## src/gsa_pkg.sv

```systemverilog
// Shared constants, types and table functions for the gas sensor linearizer.
`default_nettype none
package gsa_pkg;

    localparam int ADC_BITS      = 12;
    localparam int LUT_ADDR_BITS = 6;
    localparam int LUT_SIZE      = (1 << LUT_ADDR_BITS) + 1;
    localparam int LUT_IDX_W     = LUT_ADDR_BITS + 1;

    localparam longint unsigned ADC_FULL = (64'd1 << ADC_BITS) - 64'd1;

    // Rs = 10000*(50*FS - 33*adc) / (33*adc)
    localparam int OHM_NUM_W = $clog2(64'd500000 * ADC_FULL + 64'd1);
    localparam int OHM_DEN_W = $clog2(64'd33 * ADC_FULL + 64'd1);

    localparam int OHMS_W  = 25;
    localparam int RATIO_W = 32;
    localparam int PPM_W   = 24;
    localparam int RO_W    = 20;
    localparam int COEF_W  = 16;
    localparam int CFG_W   = 20;
    localparam int LOG_W   = 22;
    localparam int NUM_W   = 24;
    localparam int E_W     = 36;
    localparam int IP_W    = E_W - 16;

    localparam int LOG_TAB_W = 17;
    localparam int EXP_TAB_W = 18;

    localparam logic [OHMS_W-1:0]  OHMS_MAX  = '1;
    localparam logic [RATIO_W-1:0] RATIO_MAX = '1;
    localparam logic [PPM_W-1:0]   PPM_MAX   = '1;

    localparam int LOG2_TEN_Q16 = 217706;

    typedef enum logic [1:0] {
        REG_CLEAN_AIR = 2'd0,
        REG_SLOPE     = 2'd1,
        REG_INTERCEPT = 2'd2
    } cfg_reg_t;

    typedef struct packed {
        logic                open;
        logic [OHMS_W-1:0]   ohms;
        logic [RATIO_W-1:0]  ratio;
    } side_t;

    function automatic longint unsigned isqrt64(longint unsigned v_in);
        longint unsigned v;
        longint unsigned res;
        longint unsigned bitv;
        v    = v_in;
        res  = 0;
        bitv = 64'd1 << 62;
        while (bitv > v) bitv = bitv >> 2;
        while (bitv != 0) begin
            if (v >= res + bitv) begin
                v   = v - (res + bitv);
                res = (res >> 1) + bitv;
            end else begin
                res = res >> 1;
            end
            bitv = bitv >> 2;
        end
        return res;
    endfunction

    // log2(1 + i/2^L) in Q16, truncated
    function automatic logic [LOG_TAB_W-1:0] log_tab_val(int i);
        longint unsigned x;
        longint unsigned acc;
        x   = 0;
        acc = 0;
        if (i == (1 << LUT_ADDR_BITS)) return LOG_TAB_W'(65536);
        x = (64'd1 << 30) + ((longint'(i) << 30) >> LUT_ADDR_BITS);
        for (int k = 0; k < 16; k++) begin
            x   = (x * x) >> 30;
            acc = acc << 1;
            if (x >= (64'd2 << 30)) begin
                acc = acc | 64'd1;
                x   = x >> 1;
            end
        end
        return LOG_TAB_W'(acc);
    endfunction

    // 2^(i/2^L) in Q16, rounded
    function automatic logic [EXP_TAB_W-1:0] exp_tab_val(int i);
        longint unsigned roots [LUT_ADDR_BITS+1];
        longint unsigned p;
        p = 64'd1 << 30;
        if (i == (1 << LUT_ADDR_BITS)) return EXP_TAB_W'(131072);
        roots[0] = 64'd1 << 31;
        for (int k = 1; k <= LUT_ADDR_BITS; k++) roots[k] = isqrt64(roots[k-1] << 30);
        for (int k = 0; k < LUT_ADDR_BITS; k++)
            if (((i >> k) & 1) != 0) p = (p * roots[LUT_ADDR_BITS-k]) >> 30;
        return EXP_TAB_W'((p + (64'd1 << 13)) >> 14);
    endfunction

endpackage
`default_nettype wire

```

## src/gsa_exp2.sv

```systemverilog
// Table-based 2^e scaled to Q16.8 with saturation, three stages.
`default_nettype none
module gsa_exp2 (
    input  logic                              clk,
    input  logic                              rst_n,
    input  logic                              en,
    input  logic                              in_valid,
    input  gsa_pkg::side_t                    side_in,
    input  logic                              ppm_en,
    input  logic signed [gsa_pkg::E_W-1:0]    expo,
    output logic                              out_valid,
    output gsa_pkg::side_t                    side_out,
    output logic [gsa_pkg::PPM_W-1:0]         ppm
);
    localparam int L  = gsa_pkg::LUT_ADDR_BITS;
    localparam int IW = gsa_pkg::LUT_IDX_W;
    localparam int TW = gsa_pkg::EXP_TAB_W;
    localparam int RW = 16 - L;
    localparam int IPW = gsa_pkg::IP_W;

    logic [TW-1:0] exp_tab [gsa_pkg::LUT_SIZE];

    for (genvar g = 0; g < gsa_pkg::LUT_SIZE; g++) begin : g_tab
        assign exp_tab[g] = gsa_pkg::exp_tab_val(g);
    end

    logic           v_reg   [3];
    gsa_pkg::side_t s_reg   [3];
    logic           pen_reg [3];

    logic signed [IPW-1:0] ip1_reg, ip2_reg;
    logic [TW-1:0]         lo1_reg, diff1_reg, mant2_reg;
    logic [RW-1:0]         rem1_reg;
    logic [gsa_pkg::PPM_W-1:0] ppm_reg;

    logic [L-1:0]  idx;
    logic [gsa_pkg::PPM_W-1:0] scaled;
    logic [TW+8:0] up;
    logic [4:0]    dn;

    assign idx = expo[15 -: L];

    always_comb
    begin
        up = '0;
        dn = '0;
        if (ip2_reg >= IPW'(17)) begin
            scaled = gsa_pkg::PPM_MAX;
        end else if (ip2_reg >= IPW'(8)) begin
            up = (TW+9)'(mant2_reg) << (ip2_reg[3:0] - 4'd8);
            scaled = (up > (TW+9)'(gsa_pkg::PPM_MAX)) ? gsa_pkg::PPM_MAX
                                                      : gsa_pkg::PPM_W'(up);
        end else if (ip2_reg <= -IPW'(10)) begin
            scaled = '0;
        end else begin
            dn = 5'(8 - int'(ip2_reg));
            scaled = gsa_pkg::PPM_W'(mant2_reg >> dn);
        end
    end

    always_ff @(posedge clk or negedge rst_n)
    begin
        if (!rst_n) begin
            for (int k = 0; k < 3; k++) v_reg[k] <= 1'b0;
        end else if (en) begin
            v_reg[0] <= in_valid;
            for (int k = 0; k < 2; k++) v_reg[k+1] <= v_reg[k];
        end
    end

    always_ff @(posedge clk)
    begin
        if (en) begin
            s_reg[0]   <= side_in;
            pen_reg[0] <= ppm_en;
            for (int k = 0; k < 2; k++) begin
                s_reg[k+1]   <= s_reg[k];
                pen_reg[k+1] <= pen_reg[k];
            end

            ip1_reg   <= expo[gsa_pkg::E_W-1:16];
            rem1_reg  <= expo[RW-1:0];
            lo1_reg   <= exp_tab[IW'(idx)];
            diff1_reg <= exp_tab[IW'(idx) + IW'(1)] - exp_tab[IW'(idx)];

            ip2_reg   <= ip1_reg;
            mant2_reg <= lo1_reg + TW'((32'(diff1_reg) * 32'(rem1_reg)) >> RW);

            ppm_reg <= pen_reg[1] ? scaled : '0;
        end
    end

    assign out_valid = v_reg[2];
    assign side_out  = s_reg[2];
    assign ppm       = ppm_reg;
endmodule
`default_nettype wire

```

## config.mk

```make
export PLATFORM = sky130hd
export DESIGN_NAME = gsa_exp2
export DESIGN_NICKNAME = d
export VERILOG_FILES = /design/src/gsa_pkg.sv /design/src/gsa_exp2.sv
export SDC_FILE = /design/constraint.sdc
export NUM_CORES = 1
export LEC_CHECK = 0
export ABC_AREA = 1
export BUFFER_PORTS_ARGS = -buffer_cell sky130_fd_sc_hd__buf_2
export CORE_MARGIN = 4
export CORE_UTILIZATION = 62
export DETAILED_ROUTE_END_ITERATION = 6
export GPL_TIMING_DRIVEN = 0
export HOLD_SLACK_MARGIN = 0.03
export PLACE_DENSITY_LB_ADDON = 0.25
export REMOVE_ABC_BUFFERS = 1
export SYNTH_ARGS = -nofsm -noshare
export SYNTH_HDL_FRONTEND = slang
export SYNTH_SLANG_ARGS = --single-unit
```

## constraint.sdc

```tcl
create_clock -name clk -period 8.3 [get_ports clk]
set_clock_uncertainty 0.05 [all_clocks]
set_input_delay 2.075 -clock clk [delete_from_list [all_inputs] [get_ports clk]]
set_output_delay 2.075 -clock clk [all_outputs]
set_load 0.01 [all_outputs]
```

### Word level (Yosys, flattened, before mapping)

Memory sizes are Yosys's and may differ from the RTL's.
Index checks and enable logic that the tools add are counted.

* memories: 4
* input port bits: 99
* bits in read-only memories: 4608
* output and inout port bits: 83
* bits in writable memories: 177
* bits in registers: 131

* add/sub/neg operators: 5
* bitwise logic cells: 2
* shift operators: 2
* $mul: 1
* magnitude comparators: 6
* mux-type cells: 10

Memory list
* (no name shown): words 128, width 18, read ports 1, clocked after Yosys merged registers in 0, wr ports 0, line gsa_exp2.sv:84 `diff1_reg <= exp_tab[IW'(idx) + IW'(1)] - exp_tab[IW'(idx)];`
* (no name shown): words 128, width 18, read ports 1, clocked after Yosys merged registers in 0, wr ports 0, line gsa_exp2.sv:84
* s_reg: words 3, width 58, read ports 3, clocked after Yosys merged registers in 0, wr ports 3, line gsa_exp2.sv:28 `gsa_pkg::side_t s_reg [3];`
* pen_reg: words 3, width 1, read ports 2, clocked after Yosys merged registers in 0, wr ports 3, line gsa_exp2.sv:29 `logic pen_reg [3];`

Operators with widths (count)
* 24-bit two-way mux: 4
* 18-bit two-way mux: 4
* 18-bit by 10-bit multiplier with 28-bit output: 1
* 27-bit by 24-bit greater-than comparator with 1-bit output (second input constant): 1
* 18-bit by 4-bit << shifter with 27-bit output: 1
* 18-bit by 5-bit >> shifter with 24-bit output: 1
* 20-bit by 5-bit greater-or-equal comparator with 1-bit output (second input constant): 1
* 20-bit by 6-bit greater-or-equal comparator with 1-bit output (second input constant): 1
* 20-bit by 5-bit less-or-equal comparator with 1-bit output (second input constant): 1
* 18-bit adder: 1
* 18-bit subtractor: 1
* 8-bit greater-or-equal comparator (second input constant): 2
* 6-bit inverter with 8-bit output: 1
* 7-bit inverter with 8-bit output: 1
* 6-bit by 1-bit adder with 7-bit output (second input constant): 1
* 5-bit subtractor (first input constant): 1
* 4-bit subtractor (second input constant): 1
* 1-bit two-way mux: 2

### Logic depth before layout (Yosys ltp)

* word-level depth: 6
* gate-level depth with buffers: 33
* depth with buffers taken out: 31

### Worst setup path before layout

Ideal clock, no wire load.

* kind: register to register
* start point: reg rem1_reg[3]
* end point: reg mant2_reg[12] (data pin)
* buffers on the path: 2
* stages on the path, launching flop included: 29
* data arrival time: 5.973 ns
* path slack: 2.012 ns
* clock period less this slack: 6.288 ns
* path through: edfxtp_1 > clkbuf_1 > clkbuf_1 > nand2_1 > fa_1 > inv_1 > fa_1 > inv_1 > fa_1 > inv_1 > fa_1 > inv_1 > fa_1 > inv_1 > ha_1 > nand2_1 > inv_1 > a21oi_1 > o21ai_0 > a21oi_1 > o21ai_0 > xor2_1 > ha_1 > a21oi_1 > o21a_1 > nand2_1 > a31oi_1 > o21ai_0 > xor2_1

* longest elaborated chain between the ends: 2

Ends and longest elaborated chain
* start, declared: line gsa_exp2.sv:33 `logic [RW-1:0] rem1_reg;`
* start signal, assigned: line gsa_exp2.sv:82 `rem1_reg <= expo[RW-1:0];`
* 18-bit by 10-bit multiplier with 28-bit output: line gsa_exp2.sv:87 `mant2_reg <= lo1_reg + TW'((32'(diff1_reg) * 32'(rem1_reg)) >> RW);`
* 18-bit adder: line gsa_exp2.sv:87
* end signal, assigned: line gsa_exp2.sv:87
* end, declared: line gsa_exp2.sv:32 `logic [TW-1:0] lo1_reg, diff1_reg, mant2_reg;`

No other way between the ends.
A chain may end at the register's enable or synchronous reset.

### Worst setup path in the final report

* start point: in expo[14] (netlist name)
* end point: reg diff1_reg[16] (data pin)

* longest elaborated chain between the ends: 6
* elaborated cells on any way between the ends: 10

Ends and longest elaborated chain
* start, declared: line gsa_exp2.sv:10 `input logic signed [gsa_pkg::E_W-1:0] expo,`
* 6-bit by 1-bit adder with 7-bit output: line gsa_exp2.sv:84
* 7-bit inverter with 8-bit output (implied by the code): line gsa_exp2.sv:84
* memory 128 x 18 bit
* 18-bit two-way mux (implied by the code) (2 in series): line gsa_exp2.sv:84
* 18-bit subtractor *: line gsa_exp2.sv:84
* end signal, assigned: line gsa_exp2.sv:84
* end, declared: line gsa_exp2.sv:32

Every way passes the cells marked *; elsewhere a longest branch is shown, timed or not. The select of a mux whose other input is x is not followed.

==> Flow_metrics.wiki <==
{| class="wikitable"
! Metric !! Value
|-
| Arr. time, crit path || 7.51 ns
|-
| Mean number of vias per cell || 5.66
|-
| Setup TNS Final || 0 ns
|-
| Buffers inserted during post-CTS setup optimization || 0
|-
| Overall die height || 197 um
|-
| Combined global-route utilization of all metal layers || 0.277
|-
| Share of cells above drive strength 1 || 0.101
|-
| Async set or reset register ratio after synthesis || 0.00984
|-
| Number of rows in the core area || 68
|-
| Tcrit/Tclk final || 0.875
|-
| Total of buffers placed on input and output ports || 181
|-
| Critical Path End Type || register
|-
| Antenna violations before repair || 3
|-
| Startpoint Class || primary input
|-
| Flip-flop count of the largest register, all copies and words added || 174
|-
| Synth Area per Inst || 8.86 sq um
|-
| Detailed-route via count || 17,119
|-
| Category of the most critical setup path || primary input to register
|-
| Final hold vios || 0
|-
| DR pass1 iterations || 5
|-
| FF+latch count, synth || 305
|-
| Root buffer selected by CTS || sky130_fd_sc_hd__clkbuf_16
|-
| Pins Over Slew Limit || 0
|-
| Synth cell types || 61
|-
| Final weighted congestion in routability-driven placement || 0.968
|-
| Most used flip-flop cell after synthesis || sky130_fd_sc_hd__edfxtp_1
|-
| Detailed-placement wirelength estimate || 40,700 um
|-
| Worst min path class || register to register
|-
| Cell depth of the worst min-delay path || 0
|-
| Maximum operating frequency || 138 MHz
|-
| Unrepaired setup endpoints after global routing || false
|-
| Post-DR wirelength/cell || 18.0 um
|-
| Result of the run || complete, no violations
|-
| Clock tree from TritonCTS || yes
|-
| Length in cells of the worst reg-to-reg path || 24
|-
| Shortest period the worst path allows || 7.26 ns
|-
| Post-cts gate resize count || 0
|-
| Post-synth EDFFs || 302
|-
| Number of hold buffers added after cts || 0
|-
| Gate count after technology mapping || 2,497
|-
| Syn-to-layout area delta || 7.17%
|-
| Number of maximum-capacitance constraint violations || 0
|-
| CTS clk-pin slew, worst paths || 0.06 ns
|-
| Net count reported at finish || 2,880
|-
| Largest net degree at the start of global routing || 146
|-
| Yosys warnings || 0
|-
| Overall die area || 38,800 sq um
|-
| Placement Cell Area || 22,700 sq um
|-
| Seq/Total Area, Yosys || 0.413
|-
| Largest area contributor in the netlist || sky130_fd_sc_hd__edfxtp_1
|-
| Violation count after the first detailed-route iteration || 1,604
|-
| Clock sink count || 305
|-
| Global route total overflow || 0
|-
| Clock latency on the worst-skew pair || 0.56 ns
|-
| Worst rel slew slack || 0.184
|-
| Die Width || 197 um
|-
| Number of placed I/O pins || 182
|-
| Number of levels the H-tree was split into || 1
|-
| Slew of the pin with the lowest slew margin || 1.22 ns
|-
| Deepest clock path buffer count || 3
|-
| Required time of the critical path || 8.55 ns
|-
| Worst Path Max Fanout || 32
|-
| Post-Syn Area || 22,100 sq um
|-
| Post-route cell area || 23,700 sq um
|-
| Core Footprint || 34,900 sq um
|-
| Inserted Clock Buffers || 30
|-
| Wire length of the first global-routing pass || 87,400 um
|-
| Vias in the first global route || 16,700
|-
| Leading post-synthesis cells by cell area || sky130_fd_sc_hd__edfxtp_1 (41%), sky130_fd_sc_hd__fa_1 (11%), sky130_fd_sc_hd__nand2_1 (10%), sky130_fd_sc_hd__inv_1 (6.4%), sky130_fd_sc_hd__ha_1 (6.3%)
|-
| Initial core utilization || 0.634
|-
| DRC violations left || 0
|-
| Final Routed Wirelength || 54,400 um
|-
| Antenna violation net count after detailed routing || 0
|-
| Fraction of synthesized cell area taken by the top area cell type || 0.410
|-
| Total setup violations reported at the end of the flow || 0
|}
synthesized netlist by cell type (3+ instances only):
cell                        number
sky130_fd_sc_hd__o21a_1          5
sky130_fd_sc_hd__a21o_1          6
sky130_fd_sc_hd__or2_2           8
sky130_fd_sc_hd__edfxtp_1      302
sky130_fd_sc_hd__nor3_1         13
sky130_fd_sc_hd__nand2_2         3
sky130_fd_sc_hd__o211ai_1       25
sky130_fd_sc_hd__dfrtp_1         3
sky130_fd_sc_hd__buf_6           5
sky130_fd_sc_hd__xor2_1         33
sky130_fd_sc_hd__o221ai_1        3
sky130_fd_sc_hd__o21ai_0       140
sky130_fd_sc_hd__ha_1          111
sky130_fd_sc_hd__inv_1         376
sky130_fd_sc_hd__o311ai_0        8
sky130_fd_sc_hd__o2111ai_1       5
sky130_fd_sc_hd__nand3_1       115
sky130_fd_sc_hd__o21ai_1        12
sky130_fd_sc_hd__o21bai_1        9
sky130_fd_sc_hd__buf_4          69
sky130_fd_sc_hd__nor2_1        182
sky130_fd_sc_hd__or2_0           3
sky130_fd_sc_hd__inv_2           6
sky130_fd_sc_hd__nand2_1       610
sky130_fd_sc_hd__o22ai_1         3
sky130_fd_sc_hd__xnor2_1        16
sky130_fd_sc_hd__buf_2          25
sky130_fd_sc_hd__fa_1          127
sky130_fd_sc_hd__and2_1          3
sky130_fd_sc_hd__a31oi_1        24
sky130_fd_sc_hd__a21oi_1       128
sky130_fd_sc_hd__nand4_1        16
sky130_fd_sc_hd__clkbuf_1       67
cell usage in the layout, fill, tap and decap left out, types with 30 or more instances in the layout:
master,n
sky130_fd_sc_hd__nand2_1,610
sky130_fd_sc_hd__inv_1,376
sky130_fd_sc_hd__edfxtp_1,302
sky130_fd_sc_hd__nor2_1,182
sky130_fd_sc_hd__buf_2,180
sky130_fd_sc_hd__o21ai_0,140
sky130_fd_sc_hd__a21oi_1,128
sky130_fd_sc_hd__fa_1,127
sky130_fd_sc_hd__nand3_1,115
sky130_fd_sc_hd__ha_1,111
sky130_fd_sc_hd__xor2_1,33
sky130_fd_sc_hd__clkbuf_16,30
per-stage QoR:
| stage | instances | utilization | setup slack [ns] | hold WS, ns |
|---|---|---|---|---|
| 3_3_place_gp | 2964 | 0.648 | 0.695 | 0.350 |
| 3_5_place_dp | 2966 | 0.650 | 0.612 | 0.355 |
| 5_1_grt | 3024 | 0.680 | 0.619 | 0.371 |
| 2_1_floorplan | 2328 | - | 2.25 | 0.350 |
| 4_1_cts | 3021 | 0.679 | 1.21 | 0.366 |
| 6_report | 3024 | 0.680 | 1.04 | 0.364 |
path summary, 6_finish.rpt:
path / startpoint / end / slack, ns
max in group asynchronous: rst_n / v_reg[2]$_DFFE_PN0P_ / 6.85
worst max-delay path: expo[14] / diff1_reg[16]$_DFFE_PP_ / 1.04
worst max register to register: rem1_reg[2]$_DFFE_PP_ / mant2_reg[12]$_DFFE_PP_ / 1.16
worst min register to register: s_reg[0][64]$_DFFE_PP_ / s_reg[0][122]$_DFFE_PP_ / 0.36
worst min-delay path: s_reg[0][64]$_DFFE_PP_ / s_reg[0][122]$_DFFE_PP_ / 0.36
min in group asynchronous: rst_n / out_valid$_DFFE_PN0P_ / 1.25
logic make-up (layout without fill, tap and decap cells):
kind of cell / count (synthesis) / count (layout) / share of synthesized area
xor+xnor: 52 / 52 / 0.0221
buf+inv: 555 / 624 / 0.110
flops: 305 / 305 / 0.413
fa+ha+maj: 238 / 238 / 0.178
simple gates: 960 / 960 / 0.176
compound gates: 384 / 384 / 0.0992
mux: 3 / 3 / 0.00141
other cells: 0 / 3 / 0
cell type report:
type / count / area, sq um
diodes: 3 / 7.51
clock buffers: 33 / 762
clock inverters: 22 / 265
fillers: 2793 / 11200
inverters: 386 / 1450
multi-input cells: 1637 / 10500
flip-flops and latches: 305 / 9140
well taps: 455 / 569
repair buffers: 183 / 971
critical path: stages:
cell and delay [ns]:
sky130_fd_sc_hd__buf_2 0.26, sky130_fd_sc_hd__inv_1 0.81, sky130_fd_sc_hd__o21ai_1 0.22, sky130_fd_sc_hd__nand2_1 0.80
sky130_fd_sc_hd__inv_1 0.62, sky130_fd_sc_hd__nor2_1 0.22, sky130_fd_sc_hd__a21oi_1 0.08, sky130_fd_sc_hd__o21ai_0 0.11
sky130_fd_sc_hd__nand2_1 0.08, sky130_fd_sc_hd__nor2_1 0.34, sky130_fd_sc_hd__inv_1 0.11, sky130_fd_sc_hd__fa_1 0.44
sky130_fd_sc_hd__o21ai_0 0.39, sky130_fd_sc_hd__a21oi_1 0.17, sky130_fd_sc_hd__o21ai_0 0.41, sky130_fd_sc_hd__nand3_1 0.16
sky130_fd_sc_hd__nand2_1 0.11, sky130_fd_sc_hd__xor2_1 0.06
layer usage:
metal,track usage,up-vias,wire (um),part of all wire
met3,0.0306,128,3940,0.072
met2,0.469,750,26500,0.49
li1,-,8183,-,-
met1,0.382,8058,22200,0.41
met4,0.0832,0,1760,0.032
met5,0,-,0,0
Power is not shown: default switching activity piles up to over one toggle a cycle in this logic, so the estimate is an artifact.
