`config.mk`:
```
export PLATFORM = sky130hd
export DESIGN_NAME = gsa_log2
export DESIGN_NICKNAME = d
export VERILOG_FILES = /design/src/gsa_pkg.sv /design/src/gsa_log2.sv
export SDC_FILE = /design/constraint.sdc
export NUM_CORES = 1
export LEC_CHECK = 0
export ABC_AREA = 1
export BUFFER_PORTS_ARGS = -buffer_cell sky130_fd_sc_hd__buf_2
export CAP_MARGIN = 20
export CORE_ASPECT_RATIO = 0.8
export CORE_MARGIN = 2
export CORE_UTILIZATION = 47
export DETAILED_ROUTE_END_ITERATION = 6
export PLACE_DENSITY = 0.7
export SETUP_SLACK_MARGIN = 0.05
export SYNTH_ARGS = -nofsm -noshare
export SYNTH_HDL_FRONTEND = slang
export SYNTH_SLANG_ARGS = --single-unit
```
`constraint.sdc`:
```
create_clock -name clk -period 5.3 [get_ports clk]
set_input_delay 0.265 -clock clk [delete_from_list [all_inputs] [get_ports clk]]
set_output_delay 0.265 -clock clk [all_outputs]
set_load 0.02 [all_outputs]
```
`src/gsa_pkg.sv`:
```
// Shared constants, types and table functions for the gas sensor linearizer.
`default_nettype none
package gsa_pkg;

    localparam int ADC_BITS      = 12;
    localparam int LUT_ADDR_BITS = 6;
    localparam int LUT_SIZE      = (1 << LUT_ADDR_BITS) + 1;
    localparam int LUT_IDX_W     = LUT_ADDR_BITS + 1;

    localparam longint unsigned ADC_FULL = (64'd1 << ADC_BITS) - 64'd1;

    // Rs = 10000*(50*FS - 33*adc) / (33*adc)
    localparam int OHM_NUM_W = $clog2(64'd500000 * ADC_FULL + 64'd1);
    localparam int OHM_DEN_W = $clog2(64'd33 * ADC_FULL + 64'd1);

    localparam int OHMS_W  = 25;
    localparam int RATIO_W = 32;
    localparam int PPM_W   = 24;
    localparam int RO_W    = 20;
    localparam int COEF_W  = 16;
    localparam int CFG_W   = 20;
    localparam int LOG_W   = 22;
    localparam int NUM_W   = 24;
    localparam int E_W     = 36;
    localparam int IP_W    = E_W - 16;

    localparam int LOG_TAB_W = 17;
    localparam int EXP_TAB_W = 18;

    localparam logic [OHMS_W-1:0]  OHMS_MAX  = '1;
    localparam logic [RATIO_W-1:0] RATIO_MAX = '1;
    localparam logic [PPM_W-1:0]   PPM_MAX   = '1;

    localparam int LOG2_TEN_Q16 = 217706;

    typedef enum logic [1:0] {
        REG_CLEAN_AIR = 2'd0,
        REG_SLOPE     = 2'd1,
        REG_INTERCEPT = 2'd2
    } cfg_reg_t;

    typedef struct packed {
        logic                open;
        logic [OHMS_W-1:0]   ohms;
        logic [RATIO_W-1:0]  ratio;
    } side_t;

    function automatic longint unsigned isqrt64(longint unsigned v_in);
        longint unsigned v;
        longint unsigned res;
        longint unsigned bitv;
        v    = v_in;
        res  = 0;
        bitv = 64'd1 << 62;
        while (bitv > v) bitv = bitv >> 2;
        while (bitv != 0) begin
            if (v >= res + bitv) begin
                v   = v - (res + bitv);
                res = (res >> 1) + bitv;
            end else begin
                res = res >> 1;
            end
            bitv = bitv >> 2;
        end
        return res;
    endfunction

    // log2(1 + i/2^L) in Q16, truncated
    function automatic logic [LOG_TAB_W-1:0] log_tab_val(int i);
        longint unsigned x;
        longint unsigned acc;
        x   = 0;
        acc = 0;
        if (i == (1 << LUT_ADDR_BITS)) return LOG_TAB_W'(65536);
        x = (64'd1 << 30) + ((longint'(i) << 30) >> LUT_ADDR_BITS);
        for (int k = 0; k < 16; k++) begin
            x   = (x * x) >> 30;
            acc = acc << 1;
            if (x >= (64'd2 << 30)) begin
                acc = acc | 64'd1;
                x   = x >> 1;
            end
        end
        return LOG_TAB_W'(acc);
    endfunction

    // 2^(i/2^L) in Q16, rounded
    function automatic logic [EXP_TAB_W-1:0] exp_tab_val(int i);
        longint unsigned roots [LUT_ADDR_BITS+1];
        longint unsigned p;
        p = 64'd1 << 30;
        if (i == (1 << LUT_ADDR_BITS)) return EXP_TAB_W'(131072);
        roots[0] = 64'd1 << 31;
        for (int k = 1; k <= LUT_ADDR_BITS; k++) roots[k] = isqrt64(roots[k-1] << 30);
        for (int k = 0; k < LUT_ADDR_BITS; k++)
            if (((i >> k) & 1) != 0) p = (p * roots[LUT_ADDR_BITS-k]) >> 30;
        return EXP_TAB_W'((p + (64'd1 << 13)) >> 14);
    endfunction

endpackage
`default_nettype wire

```
`src/gsa_log2.sv`:
```
// Table-based log2 of the Q20.12 ratio, result Q16, five stages.
`default_nettype none
module gsa_log2 (
    input  logic                              clk,
    input  logic                              rst_n,
    input  logic                              en,
    input  logic                              in_valid,
    input  gsa_pkg::side_t                    side_in,
    output logic                              out_valid,
    output gsa_pkg::side_t                    side_out,
    output logic signed [gsa_pkg::LOG_W-1:0]  log2_q16
);
    localparam int L  = gsa_pkg::LUT_ADDR_BITS;
    localparam int IW = gsa_pkg::LUT_IDX_W;
    localparam int TW = gsa_pkg::LOG_TAB_W;

    logic [TW-1:0] log_tab [gsa_pkg::LUT_SIZE];

    for (genvar g = 0; g < gsa_pkg::LUT_SIZE; g++) begin : g_tab
        assign log_tab[g] = gsa_pkg::log_tab_val(g);
    end

    logic           v_reg [5];
    gsa_pkg::side_t s_reg [5];

    logic [4:0]    p1_reg, p2_reg, p3_reg, p4_reg;
    logic [L-1:0]  idx2_reg;
    logic [15:0]   t2_reg, t3_reg;
    logic [TW-1:0] lo3_reg, diff3_reg, lo4_reg, prod4_reg;
    logic signed [gsa_pkg::LOG_W-1:0] log5_reg;

    logic [4:0]  p_enc;
    logic [31:0] norm;

    // leading one of the ratio
    always_comb
    begin
        p_enc = '0;
        for (int b = 0; b < 32; b++)
            if (side_in.ratio[b]) p_enc = 5'(b);
    end

    assign norm = s_reg[0].ratio << (~p1_reg);

    always_ff @(posedge clk or negedge rst_n)
    begin
        if (!rst_n) begin
            for (int k = 0; k < 5; k++) v_reg[k] <= 1'b0;
        end else if (en) begin
            v_reg[0] <= in_valid;
            for (int k = 0; k < 4; k++) v_reg[k+1] <= v_reg[k];
        end
    end

    always_ff @(posedge clk)
    begin
        if (en) begin
            s_reg[0] <= side_in;
            for (int k = 0; k < 4; k++) s_reg[k+1] <= s_reg[k];
            p1_reg <= p_enc;

            p2_reg   <= p1_reg;
            idx2_reg <= norm[30 -: L];
            t2_reg   <= norm[30-L -: 16];

            p3_reg    <= p2_reg;
            t3_reg    <= t2_reg;
            lo3_reg   <= log_tab[IW'(idx2_reg)];
            diff3_reg <= log_tab[IW'(idx2_reg) + IW'(1)] - log_tab[IW'(idx2_reg)];

            p4_reg    <= p3_reg;
            lo4_reg   <= lo3_reg;
            prod4_reg <= TW'((33'(diff3_reg) * 33'(t3_reg)) >> 16);

            log5_reg <= gsa_pkg::LOG_W'((int'(p4_reg) - 12) * 65536
                                        + int'(lo4_reg) + int'(prod4_reg));
        end
    end

    assign out_valid = v_reg[4];
    assign side_out  = s_reg[4];
    assign log2_q16  = log5_reg;
endmodule
`default_nettype wire

```
Word level (Yosys, flattened, before mapping)
Memories as Yosys holds them, arrays and structs flattened.
Index checks and enable logic that the tools add are counted.
Widths: inputs -> output; s select.
- bitwise gates (word level): 3
- reductions and logical operators: 4
- multipliers: 1
- multiplexer cells: 36
- order comparisons: 2
- add/sub/neg operators: 5
- shift-type cells: 1
- operator list (kind ; count):
    $mux 17 ; 4
    $mux 5 ; 12
    $add 22x18->22 ; 2
    $mul 17x16->33 ; 1
    $mux 4 ; 8
    $shl 32x5->31 ; 1
    $sub 17x17->17 ; 1
    $ge 8x8->1 const B ; 2
    $reduce_or 16->1 ; 1
    $mux 3 ; 4
    $mux 2 ; 4
    $not 6->8 ; 1
    $not 7->8 ; 1
    $reduce_or 8->1 ; 1
    $add 6x1->7 const B ; 1
    $sub 5x4->6 const B ; 1
    $not 5->5 ; 1
    $mux 1 ; 4
    $reduce_or 4->1 ; 1
    $reduce_or 2->1 ; 1
- bits in read-only memories: 4352
- memories: 3
- bits in registers: 153
- logic and storage cells: 76
- bits in writable memories: 290
- memory list (memory ; words ; bits a word ; read ports ; clocked after memory_dff ; wr ports ; line ; text):
    (no name shown) ; 128 ; 17 ; 1 ; 0 ; 0 ; gsa_log2.sv:69 ; diff3_reg <= log_tab[IW'(idx2_reg) + IW'(1)] - log_tab[IW'(idx2_reg)];
    (no name shown) ; 128 ; 17 ; 1 ; 0 ; 0 ; gsa_log2.sv:69 ;
    s_reg ; 5 ; 58 ; 5 ; 0 ; 5 ; gsa_log2.sv:24 ; gsa_pkg::side_t s_reg [5];

Depth between registers and ports, before layout
Gate-level depths: netlist of the first run.
- depth in word-level cells: 30
- mapped depth: 30
- mapped depth without buffers: 29

Worst setup path before layout of the first run
No wires, ideal clock.
- path type: register to register
- from: register diff3_reg[10]
- to: register prod4_reg[14] (data pin)
- buffers on the path: 2
- clock period less this slack: 5786 ps
- path slack: -486 ps
- arrival: 5522 ps
- library setup time: 264 ps
- required time: 5036 ps
- cell stages (with the launch flop): 27
- cells stage by stage: edfxtp_1 clkbuf_1 clkbuf_1 nand2_1 fa_1 fa_1 fa_1 fa_1 inv_1 fa_1 inv_1 fa_1 inv_1 ha_1 a21oi_1 inv_1 a21oi_1 o21ai_0 a21oi_1 o21ai_2 nand3_1 nand2_1 nand2_1 o211ai_2 nand3_2 o2111ai_2 xor2_1
- word-level cells in the longest chain between the ends: 1
- ends and longest elaborated chain (what ; line ; text):
    from (decl) ; gsa_log2.sv:29 ; logic [TW-1:0] lo3_reg, diff3_reg, lo4_reg, prod4_reg;
    from (signal assigned) ; gsa_log2.sv:69 ;
    $mul 17x16->33 ; gsa_log2.sv:73 ; prod4_reg <= TW'((33'(diff3_reg) * 33'(t3_reg)) >> 16);
    to (signal assigned) ; gsa_log2.sv:73 ;
    to (decl) ; gsa_log2.sv:29 ;
No other way between the ends.
A chain may end at the register's enable or synchronous reset.

Worst setup path in the final report of the first run
- from: register t3_reg[4]
- to: register prod4_reg[14] (data pin)
- word-level cells in the longest chain between the ends: 1
- ends and longest elaborated chain (what ; line ; text):
    from (decl) ; gsa_log2.sv:28 ; logic [15:0] t2_reg, t3_reg;
    from (signal assigned) ; gsa_log2.sv:67 ; t3_reg <= t2_reg;
    $mul 17x16->33 ; gsa_log2.sv:73 ;
No other way between the ends.

==> metrics.txt, run 1 <==
# TYPE chip_impl_metric gauge
chip_impl_metric{name="clock_sink_count",unit=""} 441
chip_impl_metric{name="pin_count_of_the_biggest_net_entering_global_routing",unit=""} 124
chip_impl_metric{name="synth_edf_count",unit=""} 436
chip_impl_metric{name="worstSkewPairLatency",unit="ns"} 0.59
chip_impl_metric{name="n_fill_cell",unit=""} 4975
chip_impl_metric{name="drive_above_1_share",unit="%"} 17.5
chip_impl_metric{name="timing.final.crit_share",unit="%"} 105
chip_impl_info{name="critical_path.startpoint_type",value="flip-flop"} 1
chip_impl_metric{name="post_synthesis_share_of_cell_area_spent_on_xor_and_xnor_gates",unit="%"} 1.73
chip_impl_info{name="tritoncts",value="built"} 1
chip_impl_metric{name="hold_viol_final",unit=""} 0
chip_impl_metric{name="synthesis.nets",unit=""} 3189
chip_impl_metric{name="final_net_count",unit=""} 3483
chip_impl_metric{name="setup.reg_to_reg.worst_slack",unit="ns"} -0.29
chip_impl_info{name="crit_type",value="flip-flop to flip-flop"} 1
chip_impl_metric{name="grt.met1_usage",unit="%"} 34.3
chip_impl_metric{name="initial_cell_density_of_the_core",unit="%"} 47.5
chip_impl_metric{name="design.core.area",unit="um^2"} 59600
chip_impl_metric{name="yosys.cell_types.count",unit=""} 58
chip_impl_info{name="critical_path.reg2reg.endpoint",value="prod4_reg[14]$_DFFE_PP_"} 1
chip_impl_metric{name="synth.area.mux_share",unit="%"} 0.323
chip_impl_metric{name="route.detailed.drc",unit=""} 0
chip_impl_metric{name="detail_route.wl_per_cell",unit="um"} 18.4
chip_impl_metric{name="critPathArrivalTime",unit="ns"} 5.93
chip_impl_metric{name="slew_headroom",unit="%"} 39.4
chip_impl_info{name="critical_path_most_common_cell",value="fa_1"} 1
chip_impl_metric{name="max_cap_viol_count",unit=""} 0
chip_impl_metric{name="grtUsageMet3",unit="%"} 4.59
chip_impl_info{name="worstSetupEndpointType",value="flip-flop"} 1
chip_impl_metric{name="tightestPinTransition",unit="ns"} 0.887
chip_impl_metric{name="route.antenna.remaining_nets",unit=""} 0
chip_impl_info{name="timing.critical_path.slowest_stage_cell",value="fa_1"} 1
chip_impl_info{name="outcome",value="finished, violations left"} 1
chip_impl_metric{name="grtUsageMet2",unit="%"} 35.2
chip_impl_metric{name="portBuffers",unit=""} 142
chip_impl_info{name="min_path_type",value="input pin to async pin"} 1
chip_impl_metric{name="top_level_ports",unit=""} 143
chip_impl_metric{name="grtUsageTotal",unit="%"} 23.2
chip_impl_metric{name="fin_hold_ws",unit="ns"} 0.0689
chip_impl_metric{name="post_drt_via_cell_ratio",unit=""} 5.19
chip_impl_metric{name="clock-skew-final",unit="ns"} 0.0146
chip_impl_metric{name="place_congestion",unit=""} 0.977
chip_impl_info{name="timing.critical_path.max_delay_family",value="adder cells"} 1
chip_impl_metric{name="avgSynthCellArea",unit="um^2"} 10.3
chip_impl_metric{name="total_global_routing_overflow",unit=""} 0
chip_impl_info{name="worst_r2r_startpoint",value="t3_reg[4]$_DFFE_PP_"} 1
chip_impl_metric{name="die-width",unit="um"} 278
chip_impl_metric{name="number_of_antenna_violations_at_the_first_check_in_global_routing",unit=""} 0
chip_impl_metric{name="timing.final.crit_period",unit="ns"} 5.59
chip_impl_info{name="top_flip_flop_cell_by_instance_count_after_synthesis",value="edfxtp_1"} 1
chip_impl_metric{name="crit_fanout",unit=""} 7
chip_impl_info{name="failing_checks",value="negative setup slack"} 1
chip_impl_metric{name="detailroute.via_count",unit=""} 20100
chip_impl_metric{name="flip_flop_count_of_the_largest_register_after_layout",unit=""} 290
chip_impl_metric{name="cts.htree.levels",unit=""} 2
chip_impl_metric{name="fmaxAchievable",unit="MHz"} 179
chip_impl_metric{name="timing.reg2reg.worst_path_depth",unit=""} 22
chip_impl_metric{name="max-clock-path-buffers",unit=""} 3
chip_impl_metric{name="drt_iter0_drc",unit=""} 1865
chip_impl_metric{name="slowest_cell_delay_on_critical_path",unit="ns"} 0.55
chip_impl_metric{name="area_delta_synth_final",unit="%"} 18.0
chip_impl_metric{name="syn_inst",unit=""} 2760
chip_impl_metric{name="post_synth_fa_ha_maj_area_fraction",unit="%"} 21.8
chip_impl_info{name="grt_setup_unrepaired",value="yes"} 1
chip_impl_metric{name="wirelength",unit="mm"} 71.3
chip_impl_metric{name="critical_path_required",unit="ns"} 5.64
chip_impl_info{name="clock_tree.root_cell",value="clkbuf_16"} 1
chip_impl_metric{name="mapped_cell_area",unit="um^2"} 28300
chip_impl_info{name="grt.busiest_layer",value="met2"} 1
chip_impl_metric{name="grt_pass1_vias",unit=""} 20300
chip_impl_metric{name="drt_pass1_iterations",unit=""} 6
chip_impl_metric{name="synth-async-reset-ratio",unit="%"} 1.13
chip_impl_metric{name="row_count",unit=""} 80
chip_impl_metric{name="floorplan.die_area",unit="um^2"} 62200
chip_impl_metric{name="grt_first_pass_wirelength",unit="mm"} 112
chip_impl_metric{name="fp.dieH",unit="um"} 223
chip_impl_metric{name="dp_hpwl",unit="mm"} 54.8
chip_impl_info{name="cp_cell_sequence",value="buf_4, buf_6, nand2_1, inv_1, fa_1, inv_1, fa_1, fa_1, inv_1, fa_1, fa_1, fa_1, ha_1, a21oi_1, o21ai_2, nand3_1, nand2_2, nand2_2, o211ai_4, nand3_2, o2111ai_2, xor2_1"} 1
chip_impl_metric{name="postSynthRegisterBits",unit=""} 441
chip_impl_metric{name="synth_compound_gate_area_share",unit="%"} 7.94
chip_impl_metric{name="clkSlewWorstSetupHoldPaths",unit="ns"} 0.06
chip_impl_metric{name="setup_ws",unit="ns"} -0.290
chip_impl_info{name="synth_top_family_by_area",value="adder cells"} 1
chip_impl_metric{name="max_slew_violations",unit=""} 0
chip_impl_metric{name="number_of_warning_messages_in_the_yosys_log",unit=""} 0
chip_impl_metric{name="synth_simple_gate_area_share",unit="%"} 11.4
chip_impl_metric{name="finalSetupViolations",unit=""} 17
chip_impl_metric{name="synth.yosys.seq_area_share",unit="%"} 46.7
chip_impl_metric{name="cts-buffers-inserted",unit=""} 45
chip_impl_metric{name="cp.buffers_inverters",unit=""} 5
-- cell usage in the layout (no fill, tap or decap), types with 6 or more instances in the layout --
| master | Yosys | final |
|---|---|---|
| o21ai_1 | 6 | 8 |
| clkbuf_16 | 0 | 45 |
| clkbuf_1 | 105 | 7 |
| xnor2_1 | 22 | 22 |
| nand4_1 | 8 | 8 |
| ha_4 | 0 | 9 |
| nor2_1 | 133 | 130 |
| clkinv_1 | 8 | 15 |
| inv_1 | 513 | 495 |
| o21ai_2 | 9 | 11 |
| ha_1 | 158 | 149 |
| fa_2 | 0 | 8 |
| xor2_1 | 34 | 32 |
| a21oi_2 | 3 | 14 |
| fa_1 | 209 | 201 |
| nand2_2 | 1 | 16 |
| o221ai_1 | 8 | 7 |
| a211oi_1 | 8 | 8 |
| clkinv_2 | 0 | 6 |
| buf_6 | 0 | 25 |
| buf_2 | 7 | 141 |
| o211ai_1 | 20 | 20 |
| o21ai_0 | 135 | 131 |
| a21oi_1 | 111 | 97 |
| nand3_1 | 67 | 67 |
| dlygate4sd3_1 | 0 | 60 |
| nand2_1 | 574 | 554 |
| buf_4 | 61 | 194 |
| mux2i_1 | 8 | 8 |
| nor3_1 | 18 | 17 |
| a31oi_1 | 15 | 15 |
| o22ai_1 | 12 | 12 |
| inv_2 | 1 | 19 |
| edfxtp_1 | 436 | 436 |
-- metal layers --
metal  part of all wire, %  wire length, um  vias to the layer above
met4                   2.0             1410                        0
li1                      -                -                     9470
met5                     0                0                        -
met2                    44            31600                      764
met1                    46            32600                     9739
met3                   8.0             5730                       92
-- layout make-up --
| cell class | instances | area [um^2] | share of cell area (%) |
|---|---|---|---|
| well taps | 779 | 975 | 2.92 |
| repair buffers | 426 | 3160 | 9.46 |
| clock inverters | 26 | 327 | 0.978 |
| inverters | 522 | 1960 | 5.87 |
| clock buffers | 54 | 1180 | 3.53 |
| multi-input cells | 1618 | 12600 | 37.6 |
| flip-flops and latches | 441 | 13200 | 39.6 |
| diodes | 1 | 2.50 | 0.00750 |
-- worst reg2reg max path, delay by kind of cell (launching register included) --
family	cells	cell delay, ns
adder cells (fa/ha/maj)	7	3.30
buffers and inverters	5	0.49
flip-flops	1	0.52
XOR/XNOR	1	0.16
AND/OR/NAND/NOR	5	0.40
AO/OA/AOI/OAI	4	0.49
-- how the worst max path moves through the flow --
stage / from / to / slack, ns / cells after the start
6_report: t3_reg[4]$_DFFE_PP_ / prod4_reg[14]$_DFFE_PP_ / -0.29 / 22
5_1_grt: t3_reg[4]$_DFFE_PP_ / prod4_reg[14]$_DFFE_PP_ / -0.55 / 26
3_3_place_gp: t3_reg[4]$_DFFE_PP_ / prod4_reg[11]$_DFFE_PP_ / -0.31 / 24
3_5_place_dp: t3_reg[4]$_DFFE_PP_ / prod4_reg[11]$_DFFE_PP_ / -0.36 / 24
2_1_floorplan: t3_reg[5]$_DFFE_PP_ / prod4_reg[14]$_DFFE_PP_ / -0.12 / 28
4_1_cts: t3_reg[4]$_DFFE_PP_ / prod4_reg[14]$_DFFE_PP_ / -0.22 / 26
-- timing repair --
action / 4_1_cts / 5_1_grt
resized for setup: 65 / 37
endpoints found under the hold margin: 66 / 0
pin swaps: 22 / 15
endpoints found under the setup margin: 17 / 17
hold buffers: 60 / 0
buffers inserted: 11 / 6
-- cells in the mapped netlist (6+ instances only) --
cell      count  area share [%]
buf_2         7            0.12
o211ai_1     20            0.53
o22ai_1      12            0.27
a21oi_1     111             2.0
nor3_1       18            0.32
o21ai_2       9            0.28
clkinv_1      8            0.11
buf_1         6           0.080
buf_4        61             1.6
o221ai_1      8            0.25
edfxtp_1    436              46
nor2_1      133             1.8
o21ai_1       6            0.11
clkbuf_1    105             1.4
nand3_1      67             1.2
a31oi_1      15            0.33
nand4_1       8            0.18
o21ai_0     135             2.4
mux2i_1       8            0.28
xor2_1       34             1.1
a211oi_1      8            0.21
nand2_1     574             7.6
ha_1        158             7.0
fa_1        209              15
xnor2_1      22            0.68
inv_1       513             6.8
-- kinds of logic (layout without fill, tap and decap cells) --
family | Yosys count | after routing
DFF | 441 | 441
and+or+nand+nor | 811 | 811
muxes | 9 | 9
adders and majority gates | 367 | 367
AOI/OAI and AO/OA | 375 | 375
other | 0 | 1
xor gates and xnor gates | 56 | 56
buffers and inverters | 701 | 1028
-- through the flow --
stage	utilization, %	instances	worst slack [ns]	TNS (ns)	instance area, um^2
after floorplan	-	2760	-0.124	-0.356	28700
after global placement	51.7	3711	-0.309	-3.55	30800
after detailed placement	51.7	3711	-0.357	-3.91	30800
after CTS	55.8	3861	-0.224	-1.79	33200
after global routing	56.1	3866	-0.549	-7.28	33400
final	56.1	3867	-0.290	-3.52	33400
Power of run 1 is not shown: default switching activity piles up to over one toggle a cycle in this logic, so the estimate is an artifact.
==> run 2, diff against run 1 <==
--- a/config.mk
+++ b/config.mk
@@ -11,8 +11,9 @@
 export CORE_ASPECT_RATIO = 0.8
 export CORE_MARGIN = 2
 export CORE_UTILIZATION = 47
+export CTS_CLUSTER_DIAMETER = 80
 export DETAILED_ROUTE_END_ITERATION = 6
-export PLACE_DENSITY = 0.7
+export PLACE_DENSITY = 0.68
 export SETUP_SLACK_MARGIN = 0.05
 export SYNTH_ARGS = -nofsm -noshare
 export SYNTH_HDL_FRONTEND = slang
==> constraint.sdc (replaced) <==
create_clock -name clk -period 6.53 [get_ports clk]
set_input_delay 0.3265 -clock clk [delete_from_list [all_inputs] [get_ports clk]]
set_output_delay 0.3265 -clock clk [all_outputs]
set_load 0.02 [all_outputs]
==> run 2 against run 1 <==
Net effect:
- the flow now finishes without violations
- sequential cell count did not move
- fmax fell by 11%
- first-iteration DRC count rose by 22%
- via count fell by 1.5%
- largest cell class unchanged
- global-route usage fell by 0.38 points
- utilization fell by 2.9 points
- design area fell by 5.1%
- wire length fell by 0.72%
- worst hold slack improved by 0.048 ns
- non-clock buffer count fell by 152
- die area did not move
==> metrics.txt, run 2 (synthesis results as in run 1) <==
# TYPE chip_impl_metric gauge
chip_impl_metric{name="wl_met2",unit="mm"} 29.8
chip_impl_info{name="critical_path_most_common_cell",value="fa_1"} 1
chip_impl_metric{name="setup-tns-final",unit="ns"} 0
chip_impl_metric{name="crit_fanout",unit=""} 12
chip_impl_metric{name="place_congestion",unit=""} 0.948
chip_impl_metric{name="design.core.area",unit="um^2"} 59600
chip_impl_metric{name="total_global_routing_overflow",unit=""} 0
chip_impl_metric{name="multi_input_logic_area",unit="um^2"} 12200
chip_impl_metric{name="slowest_cell_delay_on_critical_path",unit="ns"} 0.76
chip_impl_metric{name="flip_flop_count_of_the_largest_register_after_layout",unit=""} 290
chip_impl_metric{name="timing.final.crit_share",unit="%"} 95.9
chip_impl_info{name="worstSetupEndpointType",value="flip-flop"} 1
chip_impl_info{name="crit_type",value="flip-flop to flip-flop"} 1
chip_impl_metric{name="top_level_ports",unit=""} 143
chip_impl_metric{name="cts-buffers-inserted",unit=""} 44
chip_impl_metric{name="detail_route.wl_per_cell",unit="um"} 19.1
chip_impl_metric{name="finalSetupViolations",unit=""} 0
chip_impl_metric{name="critPathArrivalTime",unit="ns"} 6.59
chip_impl_metric{name="wirelength",unit="mm"} 70.8
chip_impl_metric{name="grt_first_pass_wirelength",unit="mm"} 110
chip_impl_metric{name="met1_length",unit="mm"} 33.3
chip_impl_metric{name="floorplan.die_area",unit="um^2"} 62200
chip_impl_info{name="cp_cell_sequence",value="nand2_1, fa_1, fa_1, fa_1, fa_1, inv_1, fa_1, inv_1, fa_1, inv_1, ha_1, a21oi_1, inv_1, a21oi_1, o21ai_0, a21oi_1, o21ai_2, nand3_1, nand2_1, nand2_1, o211ai_2, nand3_2, o2111ai_2, xor2_1"} 1
chip_impl_metric{name="max_cap_viol_count",unit=""} 0
chip_impl_metric{name="setup_ws",unit="ns"} 0.269
chip_impl_metric{name="tightestPinTransition",unit="ns"} 1.09
chip_impl_metric{name="seq_area",unit="um^2"} 13200
chip_impl_metric{name="fmaxAchievable",unit="MHz"} 160
chip_impl_metric{name="area_delta_synth_final",unit="%"} 12.0
chip_impl_metric{name="post_drt_via_cell_ratio",unit=""} 5.32
chip_impl_metric{name="cts.htree.levels",unit=""} 2
chip_impl_metric{name="clock-skew-final",unit="ns"} 0.0233
chip_impl_metric{name="hold_viol_final",unit=""} 0
chip_impl_metric{name="drt_pass1_iterations",unit=""} 6
chip_impl_info{name="timing.critical_path.slowest_stage_cell",value="edfxtp_1"} 1
chip_impl_metric{name="route.detailed.drc",unit=""} 0
chip_impl_metric{name="clock_sink_count",unit=""} 441
chip_impl_info{name="min_path_type",value="input pin to async pin"} 1
chip_impl_metric{name="slew_headroom",unit="%"} 27.5
chip_impl_info{name="critical_path.startpoint_type",value="flip-flop"} 1
chip_impl_metric{name="portBuffers",unit=""} 142
chip_impl_metric{name="final_net_count",unit=""} 3330
chip_impl_info{name="outcome",value="complete, no violations"} 1
chip_impl_metric{name="drive_above_1_share",unit="%"} 10.5
chip_impl_metric{name="fp.dieH",unit="um"} 223
chip_impl_metric{name="n_fill_cell",unit=""} 5067
chip_impl_metric{name="drt_iter0_drc",unit=""} 2267
chip_impl_info{name="timing.critical_path.max_delay_family",value="adder cells"} 1
chip_impl_metric{name="quantity_of_gates_resized_following_cts",unit=""} 0
chip_impl_info{name="clock_tree.root_cell",value="clkbuf_16"} 1
chip_impl_info{name="routed.top_layer",value="met4"} 1
chip_impl_info{name="grt_setup_unrepaired",value="no"} 1
chip_impl_metric{name="grt_pass1_vias",unit=""} 19300
chip_impl_metric{name="worstSkewPairLatency",unit="ns"} 0.59
chip_impl_info{name="tritoncts",value="built"} 1
chip_impl_metric{name="grtUsageTotal",unit="%"} 22.8
chip_impl_metric{name="die-width",unit="um"} 278
chip_impl_info{name="most_common_cell_after_layout_fill_and_taps_aside",value="nand2_1"} 1
chip_impl_metric{name="critical_path_required",unit="ns"} 6.86
chip_impl_metric{name="route.antenna.remaining_nets",unit=""} 0
chip_impl_metric{name="final_cell_area",unit="um^2"} 31700
chip_impl_metric{name="max_slew_violations",unit=""} 0
chip_impl_info{name="most_frequent_cells_in_the_layout",value="nand2_1, inv_1, edfxtp_1"} 1
chip_impl_metric{name="initial_cell_density_of_the_core",unit="%"} 47.5
chip_impl_metric{name="row_count",unit=""} 80
chip_impl_metric{name="clkSlewWorstSetupHoldPaths",unit="ns"} 0.07
chip_impl_metric{name="dp_hpwl",unit="mm"} 53.2
chip_impl_metric{name="timing.final.crit_period",unit="ns"} 6.26
chip_impl_metric{name="dp_slack",unit="ns"} 0.352
chip_impl_metric{name="met3WireLength",unit="mm"} 6.42
chip_impl_metric{name="placement.cell_area",unit="um^2"} 29400
chip_impl_metric{name="max-clock-path-buffers",unit=""} 3
chip_impl_metric{name="detailroute.via_count",unit=""} 19800
chip_impl_metric{name="cp.buffers_inverters",unit=""} 4
chip_impl_metric{name="number_of_antenna_violations_at_the_first_check_in_global_routing",unit=""} 0
chip_impl_metric{name="pin_count_of_the_biggest_net_entering_global_routing",unit=""} 179
-- run 2: cell types whose count changed in the layout (fill, tap and decap cells not counted), moves of 8 or more --
cell | before | now
buf_4 | 194 | 71
buf_6 | 25 | 0
nand2_1 | 554 | 574
inv_1 | 495 | 513
inv_2 | 19 | 1
nand2_2 | 16 | 1
a21oi_1 | 97 | 111
a21oi_2 | 14 | 3
ha_1 | 149 | 158
ha_4 | 9 | 0
fa_1 | 201 | 209
fa_2 | 8 | 0
-- run 2: worst paths after layout --
path / startpoint / to / slack [ns] / cells after the start
worst max-delay path: diff3_reg[8]$_DFFE_PP_ / prod4_reg[14]$_DFFE_PP_ / 0.27 / 24
worst min-delay path: rst_n / out_valid$_DFFE_PN0P_ / 0.12 / 2
worst max register to register: diff3_reg[8]$_DFFE_PP_ / prod4_reg[14]$_DFFE_PP_ / 0.27 / 24
worst min register to register: lo3_reg[11]$_DFFE_PP_ / lo4_reg[11]$_DFFE_PP_ / 0.41 / 0
max in group asynchronous: rst_n / v_reg[1]$_DFFE_PN0P_ / 6.28 / 2
min in group clk: en / s_reg[0][156]$_DFFE_PP_ / 0.27 / 1
-- run 2: stage by stage --
step	hold slack [ns]	utilization, %	cells
after floorplan	0.0309	-	2760
after global placement	0.138	49.4	3548
after detailed placement	0.144	49.4	3548
after CTS	0.0810	52.9	3686
after global routing	0.125	53.2	3712
final	0.117	53.2	3713
-- run 2: area by class of cell --
type                       count  area share (%)
timing repair buffer         274            5.92
sequential                   441            41.7
multi-input combinational   1618            38.5
clock inverter                29            1.03
tap                          779            3.08
antenna                        1         0.00790
clock buffer                  49            3.54
inverter                     522            6.19
-- run 2: per-layer routing --
metal | track usage (%) | vias up
met4 | 5.23 | 0
met1 | 35.1 | 9583
met5 | 0 | -
met2 | 33.0 | 916
li1 | - | 9159
met3 | 4.62 | 98
-- run 2: what timing repair did --
item	4_1_cts	5_1_grt
setup buffers	0	26
endpoints found under the setup margin	0	2
hold buffers	60	0
hold endpoints to repair	64	0
Power of run 2 is left out for the same reason.
